### src/sv/mmcv_pkg.sv
// Package: shared types, codes and sizes for the MIDI note to CV converter.
package mmcv_pkg;

  localparam int NOTE_SLOTS    = 8;
  localparam int QUEUE_DEPTH   = 2;
  localparam int QUEUE_PTR_W   = (QUEUE_DEPTH > 1) ? $clog2(QUEUE_DEPTH) : 1;
  localparam int QUEUE_CNT_W   = $clog2(QUEUE_DEPTH + 1);
  localparam int CFG_IDX_W     = 2;
  localparam int CFG_DATA_W    = 8;

  localparam logic [7:0] STATUS_MASK     = 8'hF0;
  localparam logic [7:0] STATUS_NOTE_ON  = 8'h90;
  localparam logic [7:0] STATUS_NOTE_OFF = 8'h80;

  localparam logic [CFG_IDX_W-1:0] CFG_OCTAVE    = 2'd0;
  localparam logic [CFG_IDX_W-1:0] CFG_SEMITONE  = 2'd1;
  localparam logic [CFG_IDX_W-1:0] CFG_CENT      = 2'd2;
  localparam logic [CFG_IDX_W-1:0] CFG_RETRIGGER = 2'd3;

  typedef enum logic [1:0] {
    OP_OTHER    = 2'd0,
    OP_NOTE_ON  = 2'd1,
    OP_NOTE_OFF = 2'd2,
    OP_TICK     = 2'd3
  } op_e;

  typedef struct packed {
    op_e        op;
    logic [6:0] note;
    logic [6:0] vel;
  } q_entry_t;

  typedef struct packed {
    logic     push;
    q_entry_t entry;
  } q_push_t;

  typedef struct packed {
    logic     valid;
    q_entry_t entry;
  } q_head_t;

  typedef struct packed {
    logic signed [3:0] octave_offset;
    logic signed [4:0] semitone_offset;
    logic signed [7:0] cent_offset;
    logic              retrigger_enable;
  } cfg_t;

endpackage

### src/sv/mmcv_if.sv
// Interfaces: input event channel and output CV result channel.
interface mmcv_in_if;
  logic       valid;
  logic       ready;
  logic       func;
  logic [7:0] status_byte;
  logic [6:0] note_number;
  logic [6:0] note_velocity;

  modport source (output valid, output func, output status_byte, output note_number,
                  output note_velocity, input ready);
  modport sink (input valid, input func, input status_byte, input note_number,
                input note_velocity, output ready);
endinterface

interface mmcv_out_if;
  logic               valid;
  logic               ready;
  logic signed [15:0] pitch_cents;
  logic        [6:0]  velocity_level;
  logic               gate;

  modport source (output valid, output pitch_cents, output velocity_level, output gate,
                  input ready);
  modport sink (input valid, input pitch_cents, input velocity_level, input gate,
                output ready);
endinterface

### src/sv/mmcv_front.sv
// Front end: accept input transfers and classify them into queue operations.
module mmcv_front (
  mmcv_in_if.sink          in_i,
  input  logic             full_i,
  output mmcv_pkg::q_push_t push_o
);
  import mmcv_pkg::*;

  logic [7:0] status_hi;

  assign in_i.ready = ~full_i;
  assign status_hi  = in_i.status_byte & STATUS_MASK;

  always_comb begin
    push_o.push       = in_i.valid & ~full_i;
    push_o.entry.note = in_i.note_number;
    push_o.entry.vel  = in_i.note_velocity;
    if (in_i.func) begin
      push_o.entry.op = OP_TICK;
    end else if (status_hi == STATUS_NOTE_ON) begin
      push_o.entry.op = OP_NOTE_ON;
    end else if (status_hi == STATUS_NOTE_OFF) begin
      push_o.entry.op = OP_NOTE_OFF;
    end else begin
      push_o.entry.op = OP_OTHER;
    end
  end

endmodule

### src/sv/mmcv_queue.sv
// Queue: short FIFO of classified operations between front and back.
module mmcv_queue (
  input  logic              clk_i,
  input  logic              rst_ni,
  input  mmcv_pkg::q_push_t push_i,
  input  logic              pop_i,
  output logic              full_o,
  output mmcv_pkg::q_head_t head_o
);
  import mmcv_pkg::*;

  q_entry_t               mem_q [QUEUE_DEPTH];
  logic [QUEUE_PTR_W-1:0] wr_ptr_q, wr_ptr_d;
  logic [QUEUE_PTR_W-1:0] rd_ptr_q, rd_ptr_d;
  logic [QUEUE_CNT_W-1:0] count_q, count_d;
  logic                   do_push, do_pop;

  assign full_o       = (count_q == QUEUE_CNT_W'(QUEUE_DEPTH));
  assign head_o.valid = (count_q != '0);
  assign head_o.entry = mem_q[rd_ptr_q];
  assign do_push      = push_i.push & ~full_o;
  assign do_pop       = pop_i & head_o.valid;

  always_comb begin
    wr_ptr_d = wr_ptr_q;
    rd_ptr_d = rd_ptr_q;
    count_d  = count_q;
    if (do_push) begin
      wr_ptr_d = (wr_ptr_q == QUEUE_PTR_W'(QUEUE_DEPTH - 1)) ? '0 : wr_ptr_q + 1'b1;
    end
    if (do_pop) begin
      rd_ptr_d = (rd_ptr_q == QUEUE_PTR_W'(QUEUE_DEPTH - 1)) ? '0 : rd_ptr_q + 1'b1;
    end
    if (do_push && !do_pop) begin
      count_d = count_q + 1'b1;
    end else if (do_pop && !do_push) begin
      count_d = count_q - 1'b1;
    end
  end

  always_ff @(posedge clk_i or negedge rst_ni) begin
    if (!rst_ni) begin
      wr_ptr_q <= '0;
      rd_ptr_q <= '0;
      count_q  <= '0;
    end else begin
      wr_ptr_q <= wr_ptr_d;
      rd_ptr_q <= rd_ptr_d;
      count_q  <= count_d;
    end
  end

  always_ff @(posedge clk_i) begin
    if (do_push) begin
      mem_q[wr_ptr_q] <= push_i.entry;
    end
  end

endmodule

### src/sv/mmcv_back.sv
// Back end: held-note list, current note state and registered CV output.
module mmcv_back (
  input  logic              clk_i,
  input  logic              rst_ni,
  input  mmcv_pkg::cfg_t    cfg_i,
  input  mmcv_pkg::q_head_t head_i,
  output logic              pop_o,
  mmcv_out_if.source        out_o
);
  import mmcv_pkg::*;

  localparam logic signed [17:0] CENTS_PER_OCTAVE   = 18'sd1200;
  localparam logic signed [17:0] CENTS_PER_SEMITONE = 18'sd100;

  logic [NOTE_SLOTS-1:0] slot_valid_q, slot_valid_d;
  logic [6:0]            slot_note_q [NOTE_SLOTS];
  logic [6:0]            slot_note_d [NOTE_SLOTS];
  logic [6:0]            cur_note_q, cur_note_d;
  logic [6:0]            cur_vel_q, cur_vel_d;
  logic                  gate_q, gate_d;
  logic                  pend_q, pend_d;
  logic                  out_valid_q, out_valid_d;
  logic signed [15:0]    pitch_q, pitch_d;
  logic [6:0]            vel_out_q, vel_out_d;
  logic                  gate_out_q, gate_out_d;
  logic                  found;
  logic                  is_tick;
  logic signed [17:0]    pitch_full;

  assign is_tick = (head_i.entry.op == OP_TICK);
  assign pop_o   = head_i.valid & (~is_tick | ~out_valid_q | out_o.ready);

  assign pitch_full = CENTS_PER_OCTAVE * 18'(cfg_i.octave_offset)
                    + CENTS_PER_SEMITONE * (18'(cfg_i.semitone_offset)
                                            + $signed({11'b0, cur_note_q}))
                    + 18'(cfg_i.cent_offset);

  always_comb begin
    slot_valid_d = slot_valid_q;
    slot_note_d  = slot_note_q;
    cur_note_d   = cur_note_q;
    cur_vel_d    = cur_vel_q;
    gate_d       = gate_q;
    pend_d       = pend_q;
    pitch_d      = pitch_q;
    vel_out_d    = vel_out_q;
    gate_out_d   = gate_out_q;
    out_valid_d  = out_valid_q & ~out_o.ready;
    found        = 1'b0;

    if (pop_o) begin
      unique case (head_i.entry.op)
        OP_NOTE_ON: begin
          for (int i = 0; i < NOTE_SLOTS; i++) begin
            if (!found && !slot_valid_q[i]) begin
              slot_valid_d[i] = 1'b1;
              slot_note_d[i]  = head_i.entry.note;
              found           = 1'b1;
            end
          end
          cur_note_d = head_i.entry.note;
          cur_vel_d  = head_i.entry.vel;
          pend_d     = 1'b1;
        end
        OP_NOTE_OFF: begin
          for (int i = 0; i < NOTE_SLOTS; i++) begin
            if (slot_valid_q[i] && slot_note_q[i] == head_i.entry.note) begin
              slot_valid_d[i] = 1'b0;
            end
          end
          // highest remaining slot wins: later hits overwrite earlier ones
          for (int i = 0; i < NOTE_SLOTS; i++) begin
            if (slot_valid_d[i]) begin
              cur_note_d = slot_note_q[i];
            end
          end
        end
        OP_OTHER: begin
        end
        OP_TICK: begin
          out_valid_d = 1'b1;
          pitch_d     = $signed(pitch_full[15:0]);
          vel_out_d   = cur_vel_q;
          gate_out_d  = gate_q;
          if (pend_q && cfg_i.retrigger_enable) begin
            pend_d     = 1'b0;
            gate_out_d = 1'b0;
          end
        end
        default: begin
        end
      endcase

      if (!is_tick) begin
        gate_d = |slot_valid_d;
        if (!(|slot_valid_d)) begin
          cur_vel_d = '0;
        end
      end
    end
  end

  always_ff @(posedge clk_i or negedge rst_ni) begin
    if (!rst_ni) begin
      slot_valid_q <= '0;
      cur_note_q   <= '0;
      cur_vel_q    <= '0;
      gate_q       <= 1'b0;
      pend_q       <= 1'b0;
      out_valid_q  <= 1'b0;
    end else begin
      slot_valid_q <= slot_valid_d;
      cur_note_q   <= cur_note_d;
      cur_vel_q    <= cur_vel_d;
      gate_q       <= gate_d;
      pend_q       <= pend_d;
      out_valid_q  <= out_valid_d;
    end
  end

  always_ff @(posedge clk_i) begin
    slot_note_q <= slot_note_d;
    pitch_q     <= pitch_d;
    vel_out_q   <= vel_out_d;
    gate_out_q  <= gate_out_d;
  end

  assign out_o.valid          = out_valid_q;
  assign out_o.pitch_cents    = pitch_q;
  assign out_o.velocity_level = vel_out_q;
  assign out_o.gate           = gate_out_q;

endmodule

### src/sv/mono_midi_note_to_cv_core.sv
// Top level: monophonic MIDI note to pitch / velocity / gate CV converter.
// Path: a tick accepted at the input is written into the queue, popped by the
//   back end and registered in the output register, which then offers its result.
// Throughput: one item per cycle while results are taken; the back end retires
//   one queued item a cycle unless a tick stalls on the one-deep output register.
//   A tick waits in the queue while the output register holds an untaken result.
// Reset: rst_ni clears the note list, note state, queue and output valid at
//   once; configuration resets to zero offsets and retrigger off.
module mono_midi_note_to_cv_core (
  input  logic                           clk_i,
  input  logic                           rst_ni,
  input  logic                           cfg_we_i,
  input  logic [mmcv_pkg::CFG_IDX_W-1:0] cfg_idx_i,
  input  logic [mmcv_pkg::CFG_DATA_W-1:0] cfg_data_i,
  mmcv_in_if.sink                        in_i,
  mmcv_out_if.source                     out_o
);
  import mmcv_pkg::*;

  // Configuration registers; the user must write them only while the block is idle, the block does not enforce this.
  cfg_t    cfg_q;
  q_push_t push;
  q_head_t head;
  logic    q_full;
  logic    pop;

  always_ff @(posedge clk_i or negedge rst_ni) begin
    if (!rst_ni) begin
      cfg_q <= '0;
    end else if (cfg_we_i) begin
      unique case (cfg_idx_i)
        CFG_OCTAVE:    cfg_q.octave_offset    <= $signed(cfg_data_i[3:0]);
        CFG_SEMITONE:  cfg_q.semitone_offset  <= $signed(cfg_data_i[4:0]);
        CFG_CENT:      cfg_q.cent_offset      <= $signed(cfg_data_i);
        CFG_RETRIGGER: cfg_q.retrigger_enable <= cfg_data_i[0];
        default: begin
        end
      endcase
    end
  end

  // Front: take each input transfer and tag it as note-on, note-off,
  // other MIDI or sample tick.
  mmcv_front u_front (
    .in_i   (in_i),
    .full_i (q_full),
    .push_o (push)
  );

  // Queue: decouple acceptance from execution so a stalled output does
  // not block intake until the queue fills.
  mmcv_queue u_queue (
    .clk_i  (clk_i),
    .rst_ni (rst_ni),
    .push_i (push),
    .pop_i  (pop),
    .full_o (q_full),
    .head_o (head)
  );

  // Back: update the held-note list on MIDI events, produce a CV result
  // transfer on each tick; hold a tick while the output register is full.
  mmcv_back u_back (
    .clk_i  (clk_i),
    .rst_ni (rst_ni),
    .cfg_i  (cfg_q),
    .head_i (head),
    .pop_o  (pop),
    .out_o  (out_o)
  );

endmodule

### src/flat_wrapper.sv
// flat-port wrapper written by rule: the top's interface ports become plain ports
module mono_midi_note_to_cv_core_flat import mmcv_pkg::*;
  (clk_i, rst_ni, cfg_we_i, cfg_idx_i, cfg_data_i, in_i_valid, in_i_func, in_i_status_byte, in_i_note_number, in_i_note_velocity, in_i_ready, out_o_valid, out_o_pitch_cents, out_o_velocity_level, out_o_gate, out_o_ready);
  mmcv_in_if in_i_i ();
  mmcv_out_if out_o_i ();
  input  logic clk_i;
  input  logic rst_ni;
  input  logic cfg_we_i;
  input  logic [mmcv_pkg::CFG_IDX_W-1:0] cfg_idx_i;
  input  logic [mmcv_pkg::CFG_DATA_W-1:0] cfg_data_i;
  input wire logic [$bits(in_i_i.valid)-1:0] in_i_valid;
  input wire logic [$bits(in_i_i.func)-1:0] in_i_func;
  input wire logic [$bits(in_i_i.status_byte)-1:0] in_i_status_byte;
  input wire logic [$bits(in_i_i.note_number)-1:0] in_i_note_number;
  input wire logic [$bits(in_i_i.note_velocity)-1:0] in_i_note_velocity;
  output wire logic [$bits(in_i_i.ready)-1:0] in_i_ready;
  output wire logic [$bits(out_o_i.valid)-1:0] out_o_valid;
  output wire logic [$bits(out_o_i.pitch_cents)-1:0] out_o_pitch_cents;
  output wire logic [$bits(out_o_i.velocity_level)-1:0] out_o_velocity_level;
  output wire logic [$bits(out_o_i.gate)-1:0] out_o_gate;
  input wire logic [$bits(out_o_i.ready)-1:0] out_o_ready;
  assign in_i_i.valid = in_i_valid;
  assign in_i_i.func = in_i_func;
  assign in_i_i.status_byte = in_i_status_byte;
  assign in_i_i.note_number = in_i_note_number;
  assign in_i_i.note_velocity = in_i_note_velocity;
  assign in_i_ready = in_i_i.ready;
  assign out_o_valid = out_o_i.valid;
  assign out_o_pitch_cents = out_o_i.pitch_cents;
  assign out_o_velocity_level = out_o_i.velocity_level;
  assign out_o_gate = out_o_i.gate;
  assign out_o_i.ready = out_o_ready;
  mono_midi_note_to_cv_core u_core (.clk_i(clk_i), .rst_ni(rst_ni), .cfg_we_i(cfg_we_i), .cfg_idx_i(cfg_idx_i), .cfg_data_i(cfg_data_i), .in_i(in_i_i), .out_o(out_o_i));
endmodule
### config.mk
export PLATFORM = sky130hd
export DESIGN_NAME = mono_midi_note_to_cv_core_flat
export DESIGN_NICKNAME = d
export VERILOG_FILES = /design/src/sv/mmcv_pkg.sv /design/src/sv/mmcv_if.sv /design/src/sv/mmcv_front.sv /design/src/sv/mmcv_queue.sv /design/src/sv/mmcv_back.sv /design/src/sv/mono_midi_note_to_cv_core.sv /design/src/flat_wrapper.sv
export SDC_FILE = /design/constraint.sdc
export NUM_CORES = 1
export LEC_CHECK = 0
export BUFFER_PORTS_ARGS = -buffer_cell sky130_fd_sc_hd__buf_2
export CAP_MARGIN = 30
export CORE_MARGIN = 2
export CORE_UTILIZATION = 30
export DETAILED_ROUTE_END_ITERATION = 8
export PLACE_DENSITY = 0.41
export SYNTH_ARGS = -nofsm -noshare
export SYNTH_HDL_FRONTEND = slang
export SYNTH_SLANG_ARGS = --single-unit
### constraint.sdc
create_clock -name clk_i -period 6.85 [get_ports clk_i]
set_clock_uncertainty 0.1 [all_clocks]
set_input_delay 0.685 -clock clk_i [delete_from_list [all_inputs] [get_ports clk_i]]
set_output_delay 0.685 -clock clk_i [all_outputs]
set_load 0.02 [all_outputs]
==> flow_metrics.py, run 1 <==
metrics = {
    "worst_setup_path": {
        "slowest_delay_ns": 0.51,
        "crit_path_top_delay_cell": "fa_1",
        "critPathRequiredTime_ns": 6.93,
        "crit_path_start_kind": "flip-flop",
        "crit_chain": "ha_1, fa_1, a21o_1, a21oi_1, o21bai_1, a21oi_1, xnor2_1, fa_1, inv_1, ha_1, fa_1, a21o_1, a21oi_1, xnor2_1, fa_1, ha_1, and2_1, o21ai_0, o31ai_1, o41ai_1, xnor2_1",
        "crit_fanout": 5,
        "critPathKind": "reg -> reg",
        "cpMostUsedCell": "fa_1",
        "end_kind": "flip-flop",
        "critical_path_arrival_ns": 6.33,
    },
    "cells_and_area": {
        "area_delta_synth_final_pct": 15.7,
        "antennaDiodeCount": 0,
        "fin_nets": 950,
        "final_layout_size_suffix_gt1_share_pct": 16.1,
        "fin_area_um2": 10600,
    },
    "clocking": {
        "clockBufferDepth": 2,
        "clock_latency_ns": 0.44,
        "cts.clk_slew.worst_paths_ns": 0.07,
        "cts.sinks": 159,
        "cts_tree": "built",
        "h-tree-depth": 4,
        "cts_root_buf": "clkbuf_16",
        "cts_resized": 0,
        "numCtsBuffers": 17,
        "post-cts-setup-buffers": 0,
        "postCtsHoldBufs": 0,
    },
    "yosys": {
        "async_flop_share_pct": 29.6,
        "synth_top_area_cell": "edfxtp_1",
        "syn_nets": 868,
        "synth_cells": 743,
        "yosys.area.top_type_share_pct": 36.7,
        "synthFlopType": "edfxtp_1",
        "synth_seq_cells": 159,
        "yosysSeqAreaShare_pct": 49.5,
        "synth-edff-count": 112,
        "yosys_warnings": 0,
        "synth_area_leaders": "edfxtp_1 (37%), dfrtp_1 (13%), ha_1 (9.4%)",
        "netlist_area_um2": 9170,
        "synth_cell_types": 62,
        "synth_area_per_cell_um2": 12.3,
    },
    "sta": {
        "tns_ns": 0,
        "hold_violations": 0,
        "worst_pin_slew_ns": 0.851,
        "max_clock_freq_ghz": 0.160,
        "fin_hold_ws_ns": 0.247,
        "setup_viol_count_final": 0,
        "relSlewSlack_pct": 42.9,
        "min_period_over_period_pct": 91.3,
        "drv_slew": 0,
        "min_period_ns": 6.25,
        "rsz0062_at_grt": "false",
    },
    "floorplanning": {
        "dieArea_um2": 32000,
        "initial_core_util_pct": 30.2,
        "core_um2": 30300,
        "io_pins": 64,
        "num_rows": 64,
        "dieWidth_um": 179,
        "die_h_um": 179,
    },
    "global_routing": {
        "track_usage_pct": 14.1,
        "grt_max_degree": 48,
        "grt_pass1_vias": 6269,
        "grt_overflow": 0,
        "antenna_found_initial": 0,
        "grt_pass1_wl_um": 34100,
    },
    "drt": {
        "post_drt_via_cell_ratio": 4.73,
        "wl_met2_um": 10500,
        "drc": 0,
        "top_layer": "met4",
        "drtAntennaViolNets": 0,
        "wl_met1_um": 9490,
        "num_vias": 5839,
        "drt_wl_total_um": 21000,
        "wire_per_inst_um": 17.0,
        "drt_iter0_drc": 329,
        "first_pass_iters": 4,
        "met3_wirelength_um": 620,
    },
    "placement": {
        "port_buffers": 59,
        "placed_area_um2": 10000,
        "gp_congestion": 0.815,
        "hpwl_um": 15700,
    },
    "status": {
        "status": "completed",
    },
    "flow_run": {
        "max-cap-violations": 0,
    },
    "min_path": {
        "min_path_type": "in -> async",
    },
}
[layout make-up]
cell class | instances | area, um^2
fillers | 2977 | 19700
flip-flops and latches | 159 | 4540
multi-input cells | 511 | 4340
well taps | 396 | 495
clock buffers | 22 | 475
repair buffers | 75 | 408
inverters | 61 | 229
clock inverters | 10 | 128
[state kept, by name, summed over array words and instances (netlist names)]
name	cells
u_core.cfg_q	18
u_core.u_back.cur_note_q	7
u_core.u_back.cur_vel_q	7
u_core.u_back.gate_q	1
u_core.u_back.out_o.gate	1
u_core.u_back.out_o.pitch_cents	16
u_core.u_back.out_o.valid	1
u_core.u_back.out_o.velocity_level	7
u_core.u_back.pend_q	1
u_core.u_back.slot_note_q	56
u_core.u_back.slot_valid_q	8
u_core.u_queue.count_q	2
u_core.u_queue.mem_q	32
u_core.u_queue.rd_ptr_q	1
u_core.u_queue.wr_ptr_q	1
[placed cells by master, fill, tap and decap left out, types with 18 or more instances in the layout]
| master | instances |
|---|---|
| clkbuf_16 | 18 |
| xnor2_1 | 74 |
| fa_1 | 18 |
| edfxtp_1 | 112 |
| nand2_1 | 24 |
| xor2_1 | 31 |
| a21oi_1 | 49 |
| buf_2 | 62 |
| nor2_1 | 34 |
| inv_1 | 60 |
| dfrtp_1 | 47 |
| ha_1 | 69 |
[logic make-up after synthesis]
group           Yosys count  share of synthesized area (%)
compound gates          148                           11.0
xor+xnor                105                           10.0
fa+ha+maj                87                           13.3
buf+inv                  73                           3.26
flops                   159                           49.5
mux                      38                           5.32
simple gates            133                           7.56
[worst max-delay path: cells and delay by family, from the launching register on]
| family | cells | cell delay, ns |
|---|---|---|
| buffers and inverters | 1 | 0.06 |
| adders and majority gates | 7 | 2.78 |
| AOI/OAI and AO/OA | 9 | 1.87 |
| and+or+nand+nor | 1 | 0.19 |
| DFF | 1 | 0.38 |
| xor gates and xnor gates | 3 | 0.62 |
[Yosys cell counts (3+ instances only)]
cell	count
mux2_2	16
nor3b_1	3
a21o_1	11
a211o_1	7
mux2i_1	15
mux2i_4	7
o22ai_1	3
dfrtp_1	47
o311ai_0	6
inv_1	60
clkbuf_1	5
a31oi_1	5
o21a_1	4
fa_1	18
nor2_1	35
nand2b_1	7
o41ai_1	3
edfxtp_1	112
xor2_1	31
a22oi_1	6
or2b_1	5
o2bb2ai_1	7
and2_1	10
nor2b_1	8
nand3_1	7
nor3_1	10
ha_1	69
nand2_1	24
o21ai_0	11
a21boi_1	3
a21oi_1	49
nand4_1	4
o21bai_1	11
and3_1	3
o22a_1	6
xnor2_1	74
nor4_1	8
[final timing paths]
kind	endpoint	from	slack, ns	depth (start not counted)
worst min register to register	u_core.u_back.out_o.pitch_cents[0]	u_core.cfg_q[1]	0.34	0
worst max register to register	u_core.u_back.out_o.pitch_cents[15]	u_core.u_back.cur_note_q[0]	0.60	21
worst max-delay path	u_core.u_back.out_o.pitch_cents[15]	u_core.u_back.cur_note_q[0]	0.60	21
min in group clk_i	u_core.u_queue.mem_q[0][12]	in_i_note_number[5]	0.34	1
max in group asynchronous	u_core.u_back.cur_vel_q[0]	rst_ni	5.95	2
worst min-delay path	u_core.cfg_q[7]	rst_ni	0.25	2
[stage by stage]
stage	util [%]	setup slack, ns	instances
floorplan	-	1.21	743
global placement	32.9	0.602	1199
detailed placement	33.0	0.497	1202
CTS	35.0	0.478	1234
global route	35.0	0.0358	1234
finish	35.0	0.597	1234
[metal layers]
| layer | up-vias | GRT usage, % |
|---|---|---|
| met3 | 28 | 2.65 |
| met1 | 2880 | 17.6 |
| met5 | - | 0 |
| met4 | 0 | 5.08 |
| met2 | 88 | 24.2 |
| li1 | 2843 | - |
Power of run 1 is left out: the tool's default activity adds up to more than one toggle a clock period on the data nets, which glitch-free logic cannot reach.
==> inputs of run 2 (changes only) <==
- REMOVE_ABC_BUFFERS: not set -> 1
==> flow_metrics.py, run 2 (same netlist as run 1, synthesis figures left out) <==
metrics = {
    "sta": {
        "tns_ns": 0,
        "max_clock_freq_ghz": 0.162,
        "min_period_over_period_pct": 90.1,
        "rsz0062_at_grt": "false",
        "min_period_ns": 6.17,
        "setup_viol_count_final": 0,
        "relSlewSlack_pct": 47.2,
        "drv_slew": 0,
        "worst_pin_slew_ns": 0.787,
        "hold_violations": 0,
    },
    "flow_run": {
        "max-cap-violations": 0,
    },
    "worst_setup_path": {
        "critPathRequiredTime_ns": 6.92,
        "end_kind": "flip-flop",
        "cpMostUsedCell": "fa_1",
        "crit_path_start_kind": "flip-flop",
        "crit_path_top_delay_cell": "fa_1",
        "critical_path_arrival_ns": 6.24,
        "slowest_delay_ns": 0.51,
        "crit_fanout": 5,
        "crit_chain": "ha_1, fa_1, a21o_1, a21oi_1, o21bai_1, a21oi_1, xnor2_1, fa_1, inv_1, ha_1, fa_1, a21o_1, a21oi_1, xnor2_1, fa_1, ha_1, and2_1, o21ai_0, o31ai_1, o41ai_1, xnor2_1",
        "critPathKind": "reg -> reg",
    },
    "placement": {
        "placed_area_um2": 10000,
        "hpwl_um": 15900,
        "port_buffers": 59,
        "placed_cells": 1202,
        "gp_congestion": 0.807,
    },
    "global_routing": {
        "grt_overflow": 0,
        "antenna_found_initial": 0,
        "grt_pass1_wl_um": 34000,
        "grt_pass1_vias": 6153,
        "track_usage_pct": 14.1,
        "grt_max_degree": 48,
    },
    "cells_and_area": {
        "largest_register": "u_core.u_back.slot_note_q",
        "reg.largest.list": "u_core.u_back.slot_note_q (56), u_core.u_queue.mem_q (32), u_core.cfg_q (18)",
        "finalNonFillerCells": 1234,
        "final_common_cell": "edfxtp_1",
        "fillCellCount": 2998,
        "fin_area_um2": 10600,
        "area_delta_synth_final_pct": 15.2,
        "fin_util_pct": 34.8,
        "final_layout_size_suffix_gt1_share_pct": 16.3,
        "fin_nets": 950,
        "largest_reg_flops": 56,
        "final_cell_mix": "edfxtp_1 (112), xnor2_1 (74), ha_1 (69)",
        "antennaDiodeCount": 0,
    },
    "status": {
        "status": "completed",
    },
    "clocking": {
        "numCtsBuffers": 17,
        "cts_tree": "built",
        "cts.sinks": 159,
        "postCtsHoldBufs": 0,
        "cts.clk_slew.worst_paths_ns": 0.07,
        "cts_root_buf": "clkbuf_16",
        "h-tree-depth": 4,
        "clockBufferDepth": 2,
        "clock_latency_ns": 0.42,
        "cts_resized": 0,
        "post-cts-setup-buffers": 0,
    },
    "drt": {
        "first_pass_iters": 6,
        "wire_per_inst_um": 17.1,
        "num_vias": 5786,
        "post_drt_via_cell_ratio": 4.69,
        "drt_wl_total_um": 21100,
        "drt_iter0_drc": 360,
        "drc": 0,
        "drtAntennaViolNets": 0,
    },
    "floorplanning": {
        "dieWidth_um": 179,
        "num_rows": 64,
        "dieArea_um2": 32000,
        "io_pins": 64,
        "core_um2": 30300,
        "initial_core_util_pct": 30.2,
        "die_h_um": 179,
    },
    "min_path": {
        "min_path_type": "in -> async",
    },
}
## run 2: changes by cell type in the layout (fill, tap and decap cells not counted), sizes merged
cell | previous run | this run
inv | 62 | 65
bufinv | 2 | 0
clkbuf | 22 | 20
clkinv | 5 | 6
## run 2: final timing paths
path,from,end,slack (ns),depth (start not counted)
max in group asynchronous,rst_ni,u_core.u_queue.count_q[1],5.94,2
worst min-delay path,rst_ni,u_core.cfg_q[8],0.25,2
worst min register to register,u_core.cfg_q[2],u_core.u_back.out_o.pitch_cents[1],0.35,0
worst max register to register,u_core.u_back.cur_note_q[0],u_core.u_back.out_o.pitch_cents[15],0.68,21
min in group clk_i,in_i_note_number[4],u_core.u_queue.mem_q[0][11],0.35,1
worst max-delay path,u_core.u_back.cur_note_q[0],u_core.u_back.out_o.pitch_cents[15],0.68,21
## run 2: routing by layer
layer  vias up  wire [um]  global-route usage [%]  part of all wire [%]
met1      2831       9780                    18.4                    46
met5         -          0                       0                     0
met3        15        703                    2.86                   3.3
met2        91      10300                    23.7                    49
li1       2849          -                       -                     -
met4         0        286                    3.96                   1.4
## run 2: area by class of cell
class / count / area, um^2 / area share [%]
clock inverter: 12 / 101 / 0.959
sequential: 159 / 4540 / 43.0
timing repair buffer: 75 / 408 / 3.86
inverter: 61 / 229 / 2.17
tap: 396 / 495 / 4.69
multi-input combinational: 511 / 4340 / 41.0
clock buffer: 20 / 457 / 4.32
## run 2: metrics by stage
stage	setup slack, ns	hold slack, ns
3_3_place_gp	0.581	0.325
4_1_cts	0.600	0.266
5_1_grt	0.120	0.291
2_1_floorplan	1.21	0.289
6_report	0.679	0.251
3_5_place_dp	0.645	0.333
## run 2: critical path, delay by kind of cell (launching register included)
kind	cells	cell delay [ns]
flip-flops	1	0.38
XOR/XNOR	3	0.63
AND/OR/NAND/NOR	1	0.19
buffers and inverters	1	0.06
AO/OA/AOI/OAI	9	1.79
adder cells (fa/ha/maj)	7	2.78
Power of run 2 is left out for the same reason.
